**src/rtl/rtkn_pkg.sv**
```systemverilog
`default_nettype none

package rtkn_pkg;

  localparam int DIST_W = 32;
  localparam int IDX_W = 20;
  localparam int RANK_W = 5;
  localparam int KEEP_W = 6;
  localparam logic [KEEP_W-1:0] KEEP_RESET = 6'd32;

  typedef struct packed {
    logic [DIST_W-1:0] distance;
    logic              last_of_row;
  } request_t;

  typedef struct packed {
    logic              which_list;
    logic [RANK_W-1:0] rank;
    logic [IDX_W-1:0]  element_index;
    logic              last;
  } result_t;

  typedef struct packed {
    logic              valid;
    logic [DIST_W-1:0] key;
    logic [IDX_W-1:0]  index;
  } entry_t;

  typedef enum logic [2:0] {
    CELL_HOLD,
    CELL_INSERT,
    CELL_SHIFT_S,
    CELL_SHIFT_L,
    CELL_CLEAR
  } cell_op_t;

  typedef struct packed {
    cell_op_t          op;
    logic [DIST_W-1:0] key;
    logic [IDX_W-1:0]  index;
  } cell_ctrl_t;

  typedef struct packed {
    entry_t small_e;
    entry_t large_e;
    logic   keep_small;
    logic   keep_large;
  } cell_out_t;

endpackage

`default_nettype wire

```
**src/rtl/rtkn_cell.sv**
```systemverilog
`default_nettype none

module rtkn_cell (
  input  wire                 clk,
  input  wire                 rst,
  input  rtkn_pkg::cell_ctrl_t ctrl,
  input  rtkn_pkg::cell_out_t  left,
  input  rtkn_pkg::cell_out_t  right,
  output rtkn_pkg::cell_out_t  self
);
  import rtkn_pkg::*;

  entry_t small_e;
  entry_t large_e;
  entry_t new_e;

  always_comb begin
    new_e.valid = 1'b1;
    new_e.key = ctrl.key;
    new_e.index = ctrl.index;
    self.small_e = small_e;
    self.large_e = large_e;
    self.keep_small = small_e.valid && (small_e.key <= ctrl.key);
    self.keep_large = large_e.valid && (large_e.key > ctrl.key);
  end

  always_ff @(posedge clk) begin
    if (rst) begin
      small_e.valid <= 1'b0;
      large_e.valid <= 1'b0;
    end else begin
      unique case (ctrl.op)
        CELL_HOLD: begin
        end
        CELL_INSERT: begin
          if (!self.keep_small) begin
            small_e <= left.keep_small ? new_e : left.small_e;
          end
          if (!self.keep_large) begin
            large_e <= left.keep_large ? new_e : left.large_e;
          end
        end
        CELL_SHIFT_S: small_e <= right.small_e;
        CELL_SHIFT_L: large_e <= right.large_e;
        CELL_CLEAR: begin
          small_e.valid <= 1'b0;
          large_e.valid <= 1'b0;
        end
        default: begin
        end
      endcase
    end
  end

endmodule

`default_nettype wire

```
**config.mk**
```make
export PLATFORM = sky130hd
export DESIGN_NAME = rtkn_cell
export DESIGN_NICKNAME = d
export VERILOG_FILES = /design/src/rtl/rtkn_pkg.sv /design/src/rtl/rtkn_cell.sv
export SDC_FILE = /design/constraint.sdc
export NUM_CORES = 1
export LEC_CHECK = 0
export BUFFER_PORTS_ARGS = -buffer_cell sky130_fd_sc_hd__buf_2
export CORE_AREA = 8 8 141 143
export CTS_CLUSTER_SIZE = 40
export DETAILED_ROUTE_END_ITERATION = 8
export DIE_AREA = 0 0 149 151
export GPL_ROUTABILITY_DRIVEN = 0
export PLACE_DENSITY = 0.76
export SYNTH_ARGS = -nofsm -noshare
export SYNTH_HDL_FRONTEND = slang
export SYNTH_SLANG_ARGS = --single-unit
```
**constraint.sdc**
```tcl
create_clock -name clk -period 11.8 [get_ports clk]
set_clock_uncertainty 0.2 [all_clocks]
set_input_delay 0.59 -clock clk [delete_from_list [all_inputs] [get_ports clk]]
set_output_delay 0.59 -clock clk [all_outputs]
set_load 0.05 [all_outputs]
```
==> run metrics, run 1 <==
leakage power total 4.47 nW; antenna violation net count after detailed routing 0; stage delay of the slowest cell on the critical path 0.58 ns; worst-path cell with the longest stage delay sky130_fd_sc_hd__a2111oi_0; Async SR Flop Fraction 0%; sequential fraction of the synthesis area 45.7%; combined area of all synthesized cells 0.00693 sq mm; Sequential cell area 0.00316 sq mm; startpoint of the worst-slack reg-to-reg timing path self[90]; count of maximum capacitance violations 0; Max Transition Viols Final 0; most frequent cells in the layout sky130_fd_sc_hd__buf_2 (376), sky130_fd_sc_hd__mux2i_1 (105), sky130_fd_sc_hd__edfxtp_1 (104); Initial Util 39.2%; number of nets produced by synthesis 1011; worst min path class in2reg; hold path depth 3; First DRT Iteration DRCs 284; WHS Endpoint self[81]; Max H-tree Level 3; reg-to-reg critical path endpoint self[59]; number of clock sinks 106; Syn. warnings 0; critical hold path startpoint right[81]; gate count of the mapped netlist 674; Post-Syn Area per Cell 10.3 sq um; # Post-CTS Setup Buffers 0; filler cell count in the final layout 1616; PortBufs 378; maximum number of pins on one net before global-route repair 69; placed wire-length estimate after detailed placement 20.2 mm; Post-route DRC 0; sum of routed wire length over all layers 24.8 mm; count of distinct cell types in the synthesized netlist 43; vias in the first global route 6638; flip-flop count of the largest register, all copies and words added 106; Final Net Count 1370; RSZ-0062 raised after global routing no; number of buffer and inverter instances along the worst setup path 1; fin crit share 31.9%; antenna violations before repair 2; share of post-route cells with drive strength above 1 39.0%; Root Driver sky130_fd_sc_hd__clkbuf_16; Row Count 49; top fanout value on the critical path 3; cts bufs inserted 9; Initial DRT Pass Iterations 6; leftover overflow at the end of global routing 0; final count of negative-setup-slack endpoints 0; worst-case reg-to-reg path depth 8; main flop type after synthesis sky130_fd_sc_hd__edfxtp_1; start point of the critical path self[80]; average wire per cell in the routed design 19.6 microns; most common library cell in the layout ignoring fill and taps sky130_fd_sc_hd__buf_2; power density over the cells 107 mW/mm^2; number of storage elements in the synthesis netlist 106; crit end category output pin; Worst setup SP type flop; area post-placement 0.00905 sq mm; worst reg-to-reg setup slack 8.25 ns; global routing usage summed across all routing layers 20.9%; quantity of hold-fixing buffers added after cts 0; Data arrival, critical path 2.97 ns; Relative slew margins 32.0%; Data required, critical path 11.01 ns; Gates resized, CTS repair 0; classification of the worst setup path reg2out; via density per instance 5.12; wire length of the first global-routing pass 36.1 mm; minimum clock period after layout 3.76 ns; maximum frequency from static timing analysis 0.266 GHz; cell-by-cell listing of the critical path ha_1 -> a21o_1 -> nand3_1 -> a21oi_1 -> a2111oi_0 -> o21ai_0 -> a22oi_1 -> buf_2; status finished, final reports clean; worst ir drop on vdd 0.0614 mV; number of vias in the routed layout 6497; Post-Place Setup Slack 7.95 ns; Horiz. Die Dim 149 microns; Top Ports 381; multi-input gate area in the final layout 0.00353 sq mm; DIE AREA 0.0225 sq mm; Clk pin slew, worst setup/hold paths 0.09 ns; instance count on the critical path 8; height of the die 151 microns; design area 0.00937 sq mm; synthesis-to-layout area growth 35.3%; number of failing hold endpoints at the final stage 0; core box area 0.0177 sq mm; final setup slack of the worst path 8.04 ns; slew of the pin with the lowest slew margin 1.02 ns; setup tns final 0 ns; CTS tree built; clock latency on the worst-skew pair 0.36 ns; maximum buffer depth of the clock tree 2; number of flops mapped to enable cells by yosys 104; category of cells accounting for the largest share of critical-path delay compound AO/OA/AOI/OAI gates
through the flow:
| stage | util, % | total power, mW | cells | hold WS, ns |
|---|---|---|---|---|
| global route | 53.0 | 1.04 | 1268 | 0.302 |
| floorplan | - | 0.592 | 674 | 0.478 |
| global placement | 51.3 | 0.681 | 1251 | 0.434 |
| finish | 53.1 | 1.00 | 1269 | 0.302 |
| detailed placement | 51.3 | 0.686 | 1251 | 0.457 |
| CTS | 53.0 | 1.01 | 1267 | 0.286 |
tightest hold or removal path: cells and delay by family:
family	cells	cell delay, ns
AOI/OAI and AO/OA	1	0.06
buffers and inverters	1	0.08
and+or+nand+nor	1	0.04
cell usage after synthesis (2+ instances only):
library cell | n | share of area (%)
sky130_fd_sc_hd__mux2i_1 | 105 | 15
sky130_fd_sc_hd__edfxtp_1 | 104 | 45
sky130_fd_sc_hd__a21oi_1 | 74 | 5.3
sky130_fd_sc_hd__ha_1 | 64 | 12
sky130_fd_sc_hd__nand2_1 | 64 | 3.5
sky130_fd_sc_hd__nor2_1 | 60 | 3.3
sky130_fd_sc_hd__o21ai_0 | 56 | 4.0
sky130_fd_sc_hd__inv_1 | 35 | 1.9
sky130_fd_sc_hd__clkbuf_1 | 33 | 1.8
sky130_fd_sc_hd__nand4_1 | 13 | 1.2
sky130_fd_sc_hd__nand3_1 | 9 | 0.65
sky130_fd_sc_hd__a21o_1 | 5 | 0.54
sky130_fd_sc_hd__nor3_1 | 5 | 0.36
sky130_fd_sc_hd__a211oi_1 | 3 | 0.33
sky130_fd_sc_hd__buf_1 | 3 | 0.16
sky130_fd_sc_hd__nor2b_1 | 3 | 0.27
sky130_fd_sc_hd__nor4_1 | 3 | 0.27
sky130_fd_sc_hd__o211ai_1 | 3 | 0.33
sky130_fd_sc_hd__a2111oi_0 | 2 | 0.25
sky130_fd_sc_hd__a21boi_0 | 2 | 0.22
sky130_fd_sc_hd__a221o_1 | 2 | 0.29
sky130_fd_sc_hd__dfxtp_1 | 2 | 0.58
sky130_fd_sc_hd__nand2b_1 | 2 | 0.18
sky130_fd_sc_hd__o21ai_1 | 2 | 0.14
sky130_fd_sc_hd__o31a_1 | 2 | 0.25
where the power goes:
group / internal (mW) / leakage (nW) / switching, mW
Combinational: 0.0894 / 3.35 / 0.146
Clock: 0.171 / 0.153 / 0.152
Sequential: 0.435 / 0.970 / 0.00627
Total: 0.695 / 4.47 / 0.304
cell type report:
cell class / count / area share, %
Multi-Input combinational cell: 497 / 37.7
Sequential cell: 106 / 33.8
Timing Repair Buffer: 384 / 20.7
Tap cell: 229 / 3.06
Clock buffer: 10 / 2.44
Inverter: 35 / 1.40
Clock inverter: 6 / 0.895
Antenna cell: 2 / 0.0534
cells by family after synthesis:
| family | Yosys count | share of synthesized area, % |
|---|---|---|
| mux | 105 | 15.2 |
| fa+ha+maj | 64 | 11.6 |
| buf+inv | 71 | 3.85 |
| compound gates | 161 | 13.1 |
| flops | 106 | 45.7 |
| simple gates | 167 | 10.7 |
layer usage:
layer / up-vias / wire, microns / global-route usage, %
met4: 0 / 774 / 9.14
met1: 2959 / 9610 / 23.6
met2: 279 / 12400 / 36.4
li1: 3217 / - / -
met3: 42 / 2070 / 5.86
met5: - / 0 / 0
worst max path at each step:
stage	to	slack, ns
floorplan	self[10]	5.22
CTS	self[1]	8.01
finish	self[1]	8.04
global route	self[1]	7.73
detailed placement	self[63]	7.95
global placement	self[64]	7.99
(Power assumes the default switching activity.)
==> inputs of run 2 (changes only) <==
Clock period 11.8 ns to 3.7 ns, I/O delays scaled along.
==> run 2 against run 1 <==
Net effect: sequential share of layout area is 4.1 points lower; critical path depth stayed put; first-iteration DRC count is 23% higher; power grew to 3.2 times the previous value; combinational power grew to 3.8 times the previous value; setup slack worse by 7.7 ns; register-to-register slack worse by 7.9 ns; die area stayed put; sequential power grew to 3.2 times the previous value.
==> run metrics, run 2 (synthesis gave the netlist of run 1 again) <==
slew of the pin with the lowest slew margin 1.01 ns (was 1.02 ns); count of maximum capacitance violations 0 (unchanged); height of the die 151 microns (unchanged); via density per instance 5.15 (was 5.12); classification of the worst setup path reg2reg (was reg2out); Hold Worst Slack 0.0163 ns (was 0.302 ns); core box area 0.0177 sq mm (unchanged); status finished, final reports clean (unchanged); number of failing hold endpoints at the final stage 0 (unchanged); final design utilization 60.3% (was 53.1%); leftover overflow at the end of global routing 0 (unchanged); number of clock sinks 106 (unchanged); cts bufs inserted 9 (unchanged); Clk pin slew, worst setup/hold paths 0.08 ns (was 0.09 ns); placed wire-length estimate after detailed placement 20.8 mm (was 20.2 mm); Post-route DRC 0 (unchanged); Horiz. Die Dim 149 microns (unchanged); Data required, critical path 3.53 ns (was 11.01 ns); Max Transition Viols Final 0 (unchanged); maximum buffer depth of the clock tree 2 (unchanged); vias in the first global route 7623 (was 6638); Top Ports 381 (unchanged); DIE AREA 0.0225 sq mm (unchanged); Data arrival, critical path 3.16 ns (was 2.97 ns); wire length of the first global-routing pass 41.1 mm (was 36.1 mm); PortBufs 378 (unchanged); RSZ-0062 raised after global routing no (unchanged); filler cell count in the final layout 1449 (was 1616); Initial DRT Pass Iterations 5 (was 6); synthesis-to-layout area growth 53.7% (was 35.3%); Initial Util 39.2% (unchanged); crit end category flop (was output pin); Root Driver sky130_fd_sc_hd__clkbuf_16 (unchanged); most common library cell in the layout ignoring fill and taps sky130_fd_sc_hd__buf_2 (unchanged); fin crit share 90.0%; number of vias in the routed layout 7200 (was 6497); top fanout value on the critical path 24 (was 3); maximum frequency from static timing analysis 0.300 GHz; most frequent cells in the layout sky130_fd_sc_hd__buf_2 (376), sky130_fd_sc_hd__dlygate4sd3_1 (123), sky130_fd_sc_hd__mux2i_1 (105) (was sky130_fd_sc_hd__buf_2 (376), sky130_fd_sc_hd__mux2i_1 (105), sky130_fd_sc_hd__edfxtp_1 (104)); sum of routed wire length over all layers 27.7 mm (was 24.8 mm); flip-flop count of the largest register, all copies and words added 106 (unchanged); Final Net Count 1498 (was 1370); share of post-route cells with drive strength above 1 35.3% (was 39.0%); CTS tree built (unchanged); leakage power total 5.01 nW (was 4.47 nW); antenna violation net count after detailed routing 0 (unchanged); clock latency on the worst-skew pair 0.36 ns (about the same); worst min path class in2reg (unchanged); maximum number of pins on one net before global-route repair 69 (unchanged); Max H-tree Level 3 (unchanged); antenna violations before repair 4 (was 2); Worst setup SP type flop (unchanged); global routing usage summed across all routing layers 23.6% (was 20.9%); worst ir drop on vdd 0.200 mV (was 0.0614 mV); average wire per cell in the routed design 19.8 microns (was 19.6 microns); final count of negative-setup-slack endpoints 0 (unchanged); Relative slew margins 32.4% (was 32.0%); First DRT Iteration DRCs 348 (was 284); Gates resized, CTS repair 0 (unchanged); Row Count 49 (unchanged); power density over the cells 305 mW/mm^2 (was 107 mW/mm^2); minimum clock period after layout 3.33 ns
run 2: metrics by stage:
stage	cell area (sq um)	TNS (ns)	cells	total power [mW]	setup WS [ns]
6_report	10600	0	1398	3.25	0.370
5_1_grt	10600	0	1397	3.38	0.236
4_1_cts	10600	0	1394	3.27	0.325
3_5_place_dp	9130	0	1256	2.20	0.336
3_3_place_gp	9130	0	1256	2.18	0.416
2_1_floorplan	6960	-26.14	674	1.89	-0.503
run 2: timing repair:
action / CTS / global route
buffers inserted: 0 / 0
hold buffers: 123 / 0
endpoints found under the hold margin: 94 / 0
run 2: path summary, 6_finish.rpt:
kind              slack [ns]   endpoint  cells past startpoint      start
hold reg to reg         0.44  self[107]                      2  self[107]
hold / removal          0.02   self[91]                      3   left[91]
setup reg to reg        0.37   self[14]                      8   self[39]
setup / recovery        0.37   self[14]                      8   self[39]
run 2: metal layers:
layer	vias up	wire length [microns]	GRT usage [%]
met1	3284	10200	25.3
li1	3469	-	-
met3	77	2370	6.78
met4	2	1240	12.8
met5	-	13	0
met2	368	13800	41.6
run 2: cell type report:
type	instances	area (sq um)	area share [%]
Tap cell	229	287	2.69
Antenna cell	4	10.0	0.0940
Sequential cell	106	3160	29.7
Timing Repair Buffer	512	3240	30.4
Clock inverter	6	56.3	0.529
Multi-Input combinational cell	497	3540	33.2
Inverter	35	131	1.23
Clock buffer	9	225	2.12
run 2: critical path: stages, from the launching register on:
cell and delay, ns:
sky130_fd_sc_hd__edfxtp_1 0.39, sky130_fd_sc_hd__ha_1 0.31, sky130_fd_sc_hd__a21o_1 0.17, sky130_fd_sc_hd__a221o_1 0.34
sky130_fd_sc_hd__a221o_1 0.36, sky130_fd_sc_hd__a211o_1 0.32, sky130_fd_sc_hd__o31a_1 0.33, sky130_fd_sc_hd__nor3_4 0.19
sky130_fd_sc_hd__buf_4 0.38
run 2: where the power goes:
part	internal (mW)	leakage [nW]	total [mW]	switching, mW
Combinational	0.392	3.90	0.897	0.505
Sequential	1.39	0.970	1.41	0.0202
Clock	0.471	0.137	0.941	0.471
